### src/design/owm_pkg.sv
// owm_pkg: shared types and constants for the 1-Wire master slot timer.
// Holds command codes, register indexes, reset values and the word structs.
// No dependencies.
package owm_pkg;

  // Timing register width and count, index width and default tick counter width
  localparam int REG_W      = 10;
  localparam int NUM_REGS   = 8;
  localparam int CFG_IDX_W  = 4;
  localparam int TICK_BITS_DEF = 10;

  // Command codes
  localparam logic [2:0] OP_NONE  = 3'd0;
  localparam logic [2:0] OP_RESET = 3'd1;
  localparam logic [2:0] OP_WBIT  = 3'd2;
  localparam logic [2:0] OP_RBIT  = 3'd3;
  localparam logic [2:0] OP_WBYTE = 3'd4;
  localparam logic [2:0] OP_RBYTE = 3'd5;

  // Register indexes
  localparam logic [CFG_IDX_W-1:0] REG_WRITE_ONE_LOW      = 4'd0;
  localparam logic [CFG_IDX_W-1:0] REG_WRITE_ZERO_LOW     = 4'd1;
  localparam logic [CFG_IDX_W-1:0] REG_READ_LOW           = 4'd2;
  localparam logic [CFG_IDX_W-1:0] REG_READ_SAMPLE_AT     = 4'd3;
  localparam logic [CFG_IDX_W-1:0] REG_SLOT_LENGTH        = 4'd4;
  localparam logic [CFG_IDX_W-1:0] REG_RESET_LOW          = 4'd5;
  localparam logic [CFG_IDX_W-1:0] REG_PRESENCE_SAMPLE_AT = 4'd6;
  localparam logic [CFG_IDX_W-1:0] REG_RESET_LENGTH       = 4'd7;

  // Reset values of the timing registers
  localparam logic [REG_W-1:0] RST_WRITE_ONE_LOW      = 10'd6;
  localparam logic [REG_W-1:0] RST_WRITE_ZERO_LOW     = 10'd60;
  localparam logic [REG_W-1:0] RST_READ_LOW           = 10'd6;
  localparam logic [REG_W-1:0] RST_READ_SAMPLE_AT     = 10'd15;
  localparam logic [REG_W-1:0] RST_SLOT_LENGTH        = 10'd70;
  localparam logic [REG_W-1:0] RST_RESET_LOW          = 10'd480;
  localparam logic [REG_W-1:0] RST_PRESENCE_SAMPLE_AT = 10'd550;
  localparam logic [REG_W-1:0] RST_RESET_LENGTH       = 10'd960;

  // Timing register set as seen by the slot engine
  typedef struct packed {
    logic [REG_W-1:0] write_one_low;
    logic [REG_W-1:0] write_zero_low;
    logic [REG_W-1:0] read_low;
    logic [REG_W-1:0] read_sample_at;
    logic [REG_W-1:0] slot_length;
    logic [REG_W-1:0] reset_low;
    logic [REG_W-1:0] presence_sample_at;
    logic [REG_W-1:0] reset_length;
  } timing_t;

  // One result word
  typedef struct packed {
    logic       drive_low;
    logic       busy_res;
    logic       done_res;
    logic [7:0] result_byte;
    logic       no_presence;
  } res_t;

endpackage

### src/design/one_wire_master_slot_timer.sv
// one_wire_master_slot_timer: 1-Wire master, one input word per timebase tick.
// Pipeline: two register stages; an accepted tick word is held in the input register, then
// passes through the slot logic into the result register.
// Throughput: one word per cycle; only out_stall holds the pipeline back.
// Reset (rst_n low, synchronous): pipeline empty, idle, timing registers at defaults.
// Depends on owm_pkg, owm_cfg_regs and owm_slot_engine.
module one_wire_master_slot_timer import owm_pkg::*; #(
  parameter int TICK_BITS = TICK_BITS_DEF
) (
  input  logic                 clk,
  input  logic                 rst_n,
  // configuration
  input  logic                 cfg_we,
  input  logic [CFG_IDX_W-1:0] cfg_index,
  input  logic [REG_W-1:0]     cfg_wdata,
  // tick words in
  input  logic                 in_valid,
  output logic                 in_stall,
  input  logic [2:0]           in_op,
  input  logic [7:0]           in_data_in,
  input  logic                 in_line_in,
  // result words out
  output logic                 out_valid,
  input  logic                 out_stall,
  output logic                 out_drive_low,
  output logic                 out_busy_res,
  output logic                 out_done_res,
  output logic [7:0]           out_result_byte,
  output logic                 out_no_presence
);

  timing_t    timing;
  res_t       res, res_r;
  logic       in_vld_r, out_vld_r;
  logic [2:0] op_r;
  logic [7:0] data_r;
  logic       line_r;
  logic       advance, in_acc;

  owm_cfg_regs u_cfg (
    .clk       (clk),
    .rst_n     (rst_n),
    .cfg_we    (cfg_we),
    .cfg_index (cfg_index),
    .cfg_wdata (cfg_wdata),
    .timing    (timing)
  );

  owm_slot_engine #(.TICK_BITS(TICK_BITS)) u_engine (
    .clk     (clk),
    .rst_n   (rst_n),
    .step_en (advance),
    .op      (op_r),
    .data_in (data_r),
    .line_in (line_r),
    .timing  (timing),
    .res     (res)
  );

  // Handshake: word moves on when the result register is free or draining
  assign advance  = in_vld_r && (!out_vld_r || !out_stall);
  assign in_stall = in_vld_r && !advance;
  assign in_acc   = in_valid && !in_stall;

  // Input register
  always_ff @(posedge clk) begin
    if (!rst_n) begin
      in_vld_r <= 1'b0;
    end else if (in_acc) begin
      in_vld_r <= 1'b1;
    end else if (advance) begin
      in_vld_r <= 1'b0;
    end
  end

  always_ff @(posedge clk) begin
    if (in_acc) begin
      op_r   <= in_op;
      data_r <= in_data_in;
      line_r <= in_line_in;
    end
  end

  // Result register
  always_ff @(posedge clk) begin
    if (!rst_n) begin
      out_vld_r <= 1'b0;
    end else if (advance) begin
      out_vld_r <= 1'b1;
    end else if (!out_stall) begin
      out_vld_r <= 1'b0;
    end
  end

  always_ff @(posedge clk) begin
    if (advance) begin
      res_r <= res;
    end
  end

  assign out_valid       = out_vld_r;
  assign out_drive_low   = res_r.drive_low;
  assign out_busy_res    = res_r.busy_res;
  assign out_done_res    = res_r.done_res;
  assign out_result_byte = res_r.result_byte;
  assign out_no_presence = res_r.no_presence;

endmodule

### src/design/owm_cfg_regs.sv
// owm_cfg_regs: timing register file behind the plain write port.
// Depends on owm_pkg for indexes, widths and reset values.
module owm_cfg_regs import owm_pkg::*; (
  input  logic                 clk,
  input  logic                 rst_n,
  input  logic                 cfg_we,
  input  logic [CFG_IDX_W-1:0] cfg_index,
  input  logic [REG_W-1:0]     cfg_wdata,
  output timing_t              timing
);

  timing_t regs_r;

  // Register writes; indexes past the list are dropped
  always_ff @(posedge clk) begin
    if (!rst_n) begin
      regs_r.write_one_low      <= RST_WRITE_ONE_LOW;
      regs_r.write_zero_low     <= RST_WRITE_ZERO_LOW;
      regs_r.read_low           <= RST_READ_LOW;
      regs_r.read_sample_at     <= RST_READ_SAMPLE_AT;
      regs_r.slot_length        <= RST_SLOT_LENGTH;
      regs_r.reset_low          <= RST_RESET_LOW;
      regs_r.presence_sample_at <= RST_PRESENCE_SAMPLE_AT;
      regs_r.reset_length       <= RST_RESET_LENGTH;
    end else if (cfg_we) begin
      case (cfg_index)
        REG_WRITE_ONE_LOW:      regs_r.write_one_low      <= cfg_wdata;
        REG_WRITE_ZERO_LOW:     regs_r.write_zero_low     <= cfg_wdata;
        REG_READ_LOW:           regs_r.read_low           <= cfg_wdata;
        REG_READ_SAMPLE_AT:     regs_r.read_sample_at     <= cfg_wdata;
        REG_SLOT_LENGTH:        regs_r.slot_length        <= cfg_wdata;
        REG_RESET_LOW:          regs_r.reset_low          <= cfg_wdata;
        REG_PRESENCE_SAMPLE_AT: regs_r.presence_sample_at <= cfg_wdata;
        REG_RESET_LENGTH:       regs_r.reset_length       <= cfg_wdata;
        default: ;
      endcase
    end
  end

  assign timing = regs_r;

endmodule

### src/design/owm_slot_engine.sv
// owm_slot_engine: command state and the per-tick slot logic.
// Takes one registered tick word per step and yields the result word.
// Depends on owm_pkg.
module owm_slot_engine import owm_pkg::*; #(
  parameter int TICK_BITS = TICK_BITS_DEF
) (
  input  logic       clk,
  input  logic       rst_n,
  input  logic       step_en,
  input  logic [2:0] op,
  input  logic [7:0] data_in,
  input  logic       line_in,
  input  timing_t    timing,
  output res_t       res
);

  // Common compare width covering both the counter and the registers
  localparam int CMP_W = ((TICK_BITS > REG_W) ? TICK_BITS : REG_W) + 1;

  logic [TICK_BITS-1:0] slot_tick_r, slot_tick_nxt;
  logic [2:0]           bit_index_r, bit_index_nxt;
  logic [7:0]           shift_data_r, shift_data_nxt;
  logic [2:0]           active_cmd_r, active_cmd_nxt;
  logic                 presence_r, presence_nxt;

  logic                 start;
  logic [2:0]           cmd;
  logic [TICK_BITS-1:0] tick;
  logic [2:0]           bidx;
  logic [7:0]           shift, shift_s;
  logic [REG_W-1:0]     low_t, sample_t, len_t;
  logic                 reads;
  logic [CMP_W-1:0]     tick_x, low_x, sample_x, len_x;
  logic                 slot_end, more_slots;

  always_comb begin
    // Command launch only from idle with a real command
    start = (active_cmd_r == OP_NONE) && (op >= OP_RESET) && (op <= OP_RBYTE);
    cmd   = start ? op : active_cmd_r;
    tick  = start ? '0 : slot_tick_r;
    bidx  = start ? 3'd0 : bit_index_r;
    if (start) begin
      case (op)
        OP_WBIT:  shift = {7'd0, |data_in};
        OP_WBYTE: shift = data_in;
        default:  shift = 8'd0;
      endcase
    end else begin
      shift = shift_data_r;
    end

    // Slot timing for this command
    case (cmd)
      OP_RESET: begin
        low_t = timing.reset_low; sample_t = timing.presence_sample_at;
        len_t = timing.reset_length; reads = 1'b1;
      end
      OP_RBIT, OP_RBYTE: begin
        low_t = timing.read_low; sample_t = timing.read_sample_at;
        len_t = timing.slot_length; reads = 1'b1;
      end
      default: begin
        low_t = shift[0] ? timing.write_one_low : timing.write_zero_low;
        sample_t = '0; len_t = timing.slot_length; reads = 1'b0;
      end
    endcase

    tick_x   = CMP_W'(tick);
    low_x    = CMP_W'(low_t);
    sample_x = CMP_W'(sample_t);
    len_x    = CMP_W'(len_t);

    // Line sample
    shift_s = shift;
    if (reads && (tick_x == sample_x)) begin
      if (cmd == OP_RBYTE) shift_s = shift | (8'(line_in) << bidx);
      else                 shift_s = {7'd0, line_in};
    end

    slot_end   = (tick_x + CMP_W'(1) >= len_x) || (&tick);
    more_slots = ((cmd == OP_WBYTE) || (cmd == OP_RBYTE)) && (bidx != 3'd7);

    // Next state and result word
    slot_tick_nxt  = slot_tick_r;
    bit_index_nxt  = bit_index_r;
    shift_data_nxt = shift_data_r;
    active_cmd_nxt = active_cmd_r;
    presence_nxt   = presence_r;
    res            = '0;
    if (cmd != OP_NONE) begin
      res.busy_res   = 1'b1;
      res.drive_low  = tick_x < low_x;
      active_cmd_nxt = cmd;
      bit_index_nxt  = bidx;
      shift_data_nxt = shift_s;
      if (!slot_end) begin
        slot_tick_nxt = tick + TICK_BITS'(1);
      end else if (more_slots) begin
        bit_index_nxt = bidx + 3'd1;
        slot_tick_nxt = '0;
        if (cmd == OP_WBYTE) shift_data_nxt = shift_s >> 1;
      end else begin
        res.done_res = 1'b1;
        case (cmd)
          OP_RESET: presence_nxt = shift_s[0];
          OP_RBIT:  res.result_byte = {7'd0, shift_s[0]};
          OP_RBYTE: res.result_byte = shift_s;
          default: ;
        endcase
        active_cmd_nxt = OP_NONE;
        slot_tick_nxt  = '0;
        bit_index_nxt  = 3'd0;
        shift_data_nxt = 8'd0;
      end
    end
    res.no_presence = presence_nxt;
  end

  // State registers, stepped once per tick word
  always_ff @(posedge clk) begin
    if (!rst_n) begin
      slot_tick_r  <= '0;
      bit_index_r  <= 3'd0;
      shift_data_r <= 8'd0;
      active_cmd_r <= OP_NONE;
      presence_r   <= 1'b0;
    end else if (step_en) begin
      slot_tick_r  <= slot_tick_nxt;
      bit_index_r  <= bit_index_nxt;
      shift_data_r <= shift_data_nxt;
      active_cmd_r <= active_cmd_nxt;
      presence_r   <= presence_nxt;
    end
  end

endmodule
### config.mk
export PLATFORM = sky130hd
export DESIGN_NAME = one_wire_master_slot_timer
export DESIGN_NICKNAME = d
export VERILOG_FILES = /design/src/design/owm_pkg.sv /design/src/design/one_wire_master_slot_timer.sv /design/src/design/owm_cfg_regs.sv /design/src/design/owm_slot_engine.sv
export SDC_FILE = /design/constraint.sdc
export NUM_CORES = 1
export LEC_CHECK = 0
export BUFFER_PORTS_ARGS = -buffer_cell sky130_fd_sc_hd__buf_2
export CAP_MARGIN = 25
export CORE_ASPECT_RATIO = 1.2
export CORE_MARGIN = 2
export CORE_UTILIZATION = 55
export CTS_BUF_LIST = sky130_fd_sc_hd__clkbuf_8
export CTS_CLUSTER_DIAMETER = 40
export DETAILED_ROUTE_END_ITERATION = 8
export HOLD_SLACK_MARGIN = 0.12
export PLACE_DENSITY = 0.85
export SYNTH_ARGS = -nofsm -noshare
export SYNTH_HDL_FRONTEND = slang
export SYNTH_SLANG_ARGS = --single-unit
### constraint.sdc
create_clock -name clk -period 4.55 [get_ports clk]
set_input_delay 0.2275 -clock clk [delete_from_list [all_inputs] [get_ports clk]]
set_output_delay 0.2275 -clock clk [all_outputs]
set_load 0.01 [all_outputs]
# Word-level counts from Yosys, hierarchy flattened

Index checks and enable logic that the tools add are counted.

Add/subtract/negate cells: 3
Magnitude comparators: 4
Eq/ne operators: 16
Shift-type cells: 1
Multiplexer cells: 32
Bitwise gates (word level): 3
Reductions and logical operators: 33

Operator list:

| operator              | count |
|---|---|
| $mux 10               | 5 |
| $mux 8                | 6 |
| $pmux 10 s2           | 2 |
| $pmux 8 s2            | 2 |
| $reduce_and 2->1      | 10 |
| $mux 3                | 6 |
| $mux 9                | 2 |
| $eq 4x3->1 const B    | 4 |
| $add 10x1->11 const B | 1 |
| $ge 11x10->1          | 1 |
| $add 10x1->10 const B | 1 |
| $eq 10x10->1          | 1 |
| $lt 10x10->1          | 1 |
| $reduce_and 10->1     | 1 |
| $eq 3x3->1 const B    | 3 |
| $mux 1                | 9 |
| $eq 4x2->1 const B    | 2 |
| $or 8x8->8            | 1 |
| $reduce_or 8->1       | 1 |
| $shl 1x3->8           | 1 |
| $logic_and 1x1->1     | 7 |
| $eq 3x2->1 const B    | 2 |
| $reduce_or 3->1       | 2 |
| $eq 4x1->1 const B    | 1 |
| 14 further kinds      | 20 |

Register bits: 131
Bits of input ports: 31
Output and inout bits: 14
Word-level logic and storage cells: 115

# Logic depth before layout (Yosys ltp)

Depth after elaboration: 14
Gate-level depth with buffers: 21
Mapped depth without buffers: 18

# By module

A second synthesis with hierarchy kept.

Cells, all modules: 750
Area, all modules: 6979.2 µm²

By module, submodules not included:

| module                     | times used | cells each | area each (µm²) | sequential area each (µm²) |
|---|---|---|---|---|
| owm_cfg_regs               | 1          | 315        | 3144.3          | 1601.5 |
| owm_slot_engine            | 1          | 403        | 3030.4          | 500.5 |
| one_wire_master_slot_timer | 1          | 32         | 804.5           | 760.7 |

# Worst setup path before layout

Ideal clock, no wire load.

Kind: register to register
Start point: reg u_engine.active_cmd_r[1]
End point: reg res_r (netlist bit out_drive_low), data pin
Setup time: 130 ps
Data arrival time: 3812 ps
Data required time: 4420 ps
Setup slack: 608 ps
Cell stages (with the launch flop): 19
Path buffers: 3
Period minus slack after synthesis: 3942 ps
Path through: dfxtp_1 -> buf_6 -> or3_4 -> or3_4 -> buf_6 -> a211oi_1 -> a22o_1 -> buf_2 -> mux2_2 -> a222oi_1 -> ha_1 -> a21o_1 -> a21o_1 -> a21o_1 -> a21o_1 -> a21oi_1 -> nor2b_1 -> o21ai_0 -> o211a_1

Longest elaborated chain between the ends: 8
Elaborated cells between the ends (all ways): 14
Classes of those cells: order compare: 1; eq/ne: 3; mux: 5; reduce/logical: 5

Ends and longest elaborated chain:

| what                                     | line                             | source |
|---|---|---|
| from (decl)                              | owm_slot_engine.sv:23            | `logic [2:0] active_cmd_r, active_cmd_nxt;` |
| from (signal assigned)                   | owm_slot_engine.sv:131           | `active_cmd_r <= active_cmd_nxt;` |
| $logic_not 3->1                          | owm_slot_engine.sv:38            | `start = (active_cmd_r == OP_NONE) && (op >= OP_RESET) && (op <= OP_RBYTE);` |
| $logic_and 1x1->1 (2 in a row)           | owm_slot_engine.sv:38            |  |
| $mux 3                                   | owm_slot_engine.sv:39            | `cmd = start ? op : active_cmd_r;` |
| $eq 3x2->1 or $eq 3x3->1 (tied branches) | owm_slot_engine.sv:53            | `case (cmd)` |
| $reduce_or 2->1                          | -                                |  |
| $pmux 10 s2                              | owm_slot_engine.sv:53            |  |
| $lt 10x10->1                             | owm_slot_engine.sv:92            | `res.drive_low = tick_x < low_x;` |
| to (signal assigned)                     | one_wire_master_slot_timer.sv:97 | `res_r <= res;` |
| to (decl)                                | one_wire_master_slot_timer.sv:33 | `res_t res, res_r;` |

Several ways; a longest one is shown, not always the timed one.
A chain may end at the register's enable or synchronous reset.

# Worst setup path after layout

Ends and elaborated chain as after synthesis.

==> results.yml <==
run_status:
  status: "finished, final reports clean"
timing:
  maxClockFrequency_ghz: 0.230
  hold_ws_ps: 275
  slew_headroom_pct: 26.7
  period_needed_ps: 4360
  setup_viol: 0
  worst_slew_pin_slew_ps: 1090
  hold_viol_final: 0
  rsz0062_at_grt: "false"
  setup_tns_ps: 0
  skew_ps: 11.8
  finalMaxSlewViolations: 0
  finalCritPeriodShare_pct: 95.7
synthesis:
  synthAdderAreaFrac_pct: 4.22
  synth-xor-area-share_pct: 2.55
  syn-num-nets: 792
  synth-compound-area-share_pct: 12.3
  synth-edff-count: 24
  synth_area_um2: 6520
  syn_inst: 739
  async_reset_ff_share_pct: 0
  syn_avg_cell_area_um2: 8.82
  synth_top_family_by_area: "simple AND/OR/NAND/NOR gates"
  synth-simple-area-share_pct: 22.0
  ys_warn_count: 0
  synth.distinct_cells: 50
  ys.flop_type: "dfxtp_1"
  yosysSeqAreaShare_pct: 43.9
  synthMuxAreaShare_pct: 11.1
  synth_seq_cells: 131
clock_network:
  cts_tree: "built"
  cts_root_buf: "clkbuf_8"
  htreeDepth: 4
  clkTransAtPathRegs_ps: 70
  cts_buffers: 17
  clk_path_buf_depth: 2
  cts_sinks: 131
  clock_latency_ps: 460
route:
  drt_iter0_drc: 365
  drc_errors: 0
  dr.pass1.iters: 6
  vias: 5917
  wl_per_cell_um: 18.5
  routed_wl_mm: 17.9
  route.antenna.remaining_nets: 0
  viasPerCell: 6.13
run:
  maxCapViolCount: 0
layout:
  areaGrowthSynthToFinish_pct: 15.0
  antenna_cells: 0
  final_cells: 965
  seqCellArea_um2: 2860
  drive_gt1_share_pct: 13.7
  multi_input_area_um2: 3440
  fin_nets: 849
  fillCellCount: 951
pwr:
  netSwitchingPower_w: 0.000663
  leakagePower_nw: 3.18
  powerDensity_nw_per_um2: 324
  swShare_pct: 27.2
  seqPwrFrac_pct: 50.2
  clkPwrFrac_pct: 37.4
  power_frac_comb_pct: 12.3
  ir_drop_uv: 314
  power.internal_w: 0.00177
critical_path:
  endpoint_kind: "flop"
  rr_endpoint: "out_drive_low"
  start_kind: "flop"
  critPathArrivalTime_ps: 4680
  reg2regPathDepth: 15
  cp_data_required_time_ps: 4870
  crit_fanout: 11
  crit_type: "flop to flop"
  r2r_setup_slack_ps: 190
  r2r_start: "u_engine.active_cmd_r[1]"
  startpoint: "u_engine.active_cmd_r[1]"
  endpoint: "out_drive_low"
grt:
  grt_usage_pct: 28.9
  grt_pass1_vias: 5699
  grt_max_degree: 71
  grt_first_pass_wirelength_mm: 27.9
  antenna_found_initial: 0
  grt.overflow.total: 0
die:
  start_util_pct: 56.4
  pin_count: 45
  die-width_um: 103
  core_um2: 11600
  dieArea_um2: 12700
  die_h_um: 123
  row_count: 43
place:
  gp_congestion: 0.957
  hpwlAfterDp_mm: 12.3
  numPortBuffers: 44
  dp_cells: 904
min_path:
  min_path_type: "primary input to flop"
[worst min-delay path by stage]
stage | start | end | cells after the start
after floorplan | in_data_in[0] | data_r[0] | 0
after global placement | in_line_in | line_r | 1
after detailed placement | in_data_in[7] | data_r[7] | 1
after CTS | cfg_index[1] | u_cfg.timing[35] | 4
after global routing | rst_n | u_cfg.timing[64] | 2
final | cfg_index[1] | u_cfg.timing[21] | 4
[cell families after synthesis]
kind of cell    after synthesis
flops                       131
compound gates              117
mux                          71
xor+xnor                     19
fa+ha+maj                    22
simple gates                320
buf+inv                      59
[layer usage]
metal	vias to the layer above	track usage (%)	part of all wire [%]
met3	84	6.11	5.4
met1	2830	31.6	38
li1	2739	-	-
met2	264	50.6	51
met4	0	17.4	5.8
met5	-	0	0
[final cells by class]
type,count,area share [%]
multi-input cells,550,45.9
flip-flops and latches,131,38.2
repair buffers,84,7.79
clock buffers,19,3.49
well taps,157,2.62
clock inverters,12,1.40
inverters,12,0.601
[Yosys cell counts (all sizes together), types with 11 or more instances]
library cell,n,area (µm²)
nor2,85,319
buf,14,83.8
nor3,12,60.1
mux2,11,124
inv,12,45.0
nand3,36,180
clkbuf,33,124
mux2i,60,601
edfxtp,24,721
nand2,133,499
a21oi,41,205
a22oi,16,120
dfxtp,107,2140
ha,22,275
[registers in the layout, indices dropped and copies added, names as in the netlist, 3 cells and up]
register / cells
op_r: 3
data_r: 8
u_engine.active_cmd_r: 3
out_result_byte: 8
u_engine.slot_tick_r: 10
u_engine.shift_data_r: 8
u_cfg.timing: 80
u_engine.bit_index_r: 3
[critical path: stages, from the launching register on]
cell and delay, ps:
dfxtp_1 410, or3_4 440, or3_4 470, a211oi_1 250, a22o_1 300, buf_4 250, mux2_2 360, a222oi_1 390
ha_1 330, a21o_1 180, a21o_1 180, a21o_1 170, a21oi_1 140, nor2b_1 50, o21ai_0 140, o211a_1 170
[repair_timing]
item / 4_1_cts / 5_1_grt
setup endpoints to repair: 0 / 20
gates resized for setup: 0 / 3
setup buffers: 0 / 4
hold endpoints to repair: 46 / 0
hold buffers: 24 / 0
[cells in the final DEF (no fill, tap or decap), types with 19 or more instances in the layout]
| cell | n |
|---|---|
| nand2_1 | 133 |
| dfxtp_1 | 107 |
| nor2_1 | 85 |
| mux2i_1 | 60 |
| buf_2 | 44 |
| a21oi_1 | 41 |
| nand3_1 | 36 |
| edfxtp_1 | 24 |
| dlygate4sd3_1 | 24 |
| ha_1 | 22 |
| clkbuf_8 | 19 |
[metrics by stage]
step	total power [W]	worst slack [ps]	area (µm²)	util, %
final	0.00243	194	7500	64.8
after global routing	0.00251	30.1	7500	64.8
after CTS	0.00243	167	7430	64.3
after detailed placement	0.00152	178	6830	59.0
after global placement	0.00151	324	6820	58.9
after floorplan	0.00143	608	6520	-
[power groups by stage]
| stage | Combinational [W] | Sequential [W] | Clock (W) |
|---|---|---|---|
| 3_5_place_dp | 0.000270 | 0.00125 | 0 |
| 5_1_grt | 0.000320 | 0.00122 | 0.000969 |
| 6_report | 0.000300 | 0.00122 | 0.000910 |
| 3_3_place_gp | 0.000263 | 0.00125 | 0 |
| 2_1_floorplan | 0.000189 | 0.00124 | 0 |
| 4_1_cts | 0.000287 | 0.00122 | 0.000926 |
Power figures use the tool's default switching activity.
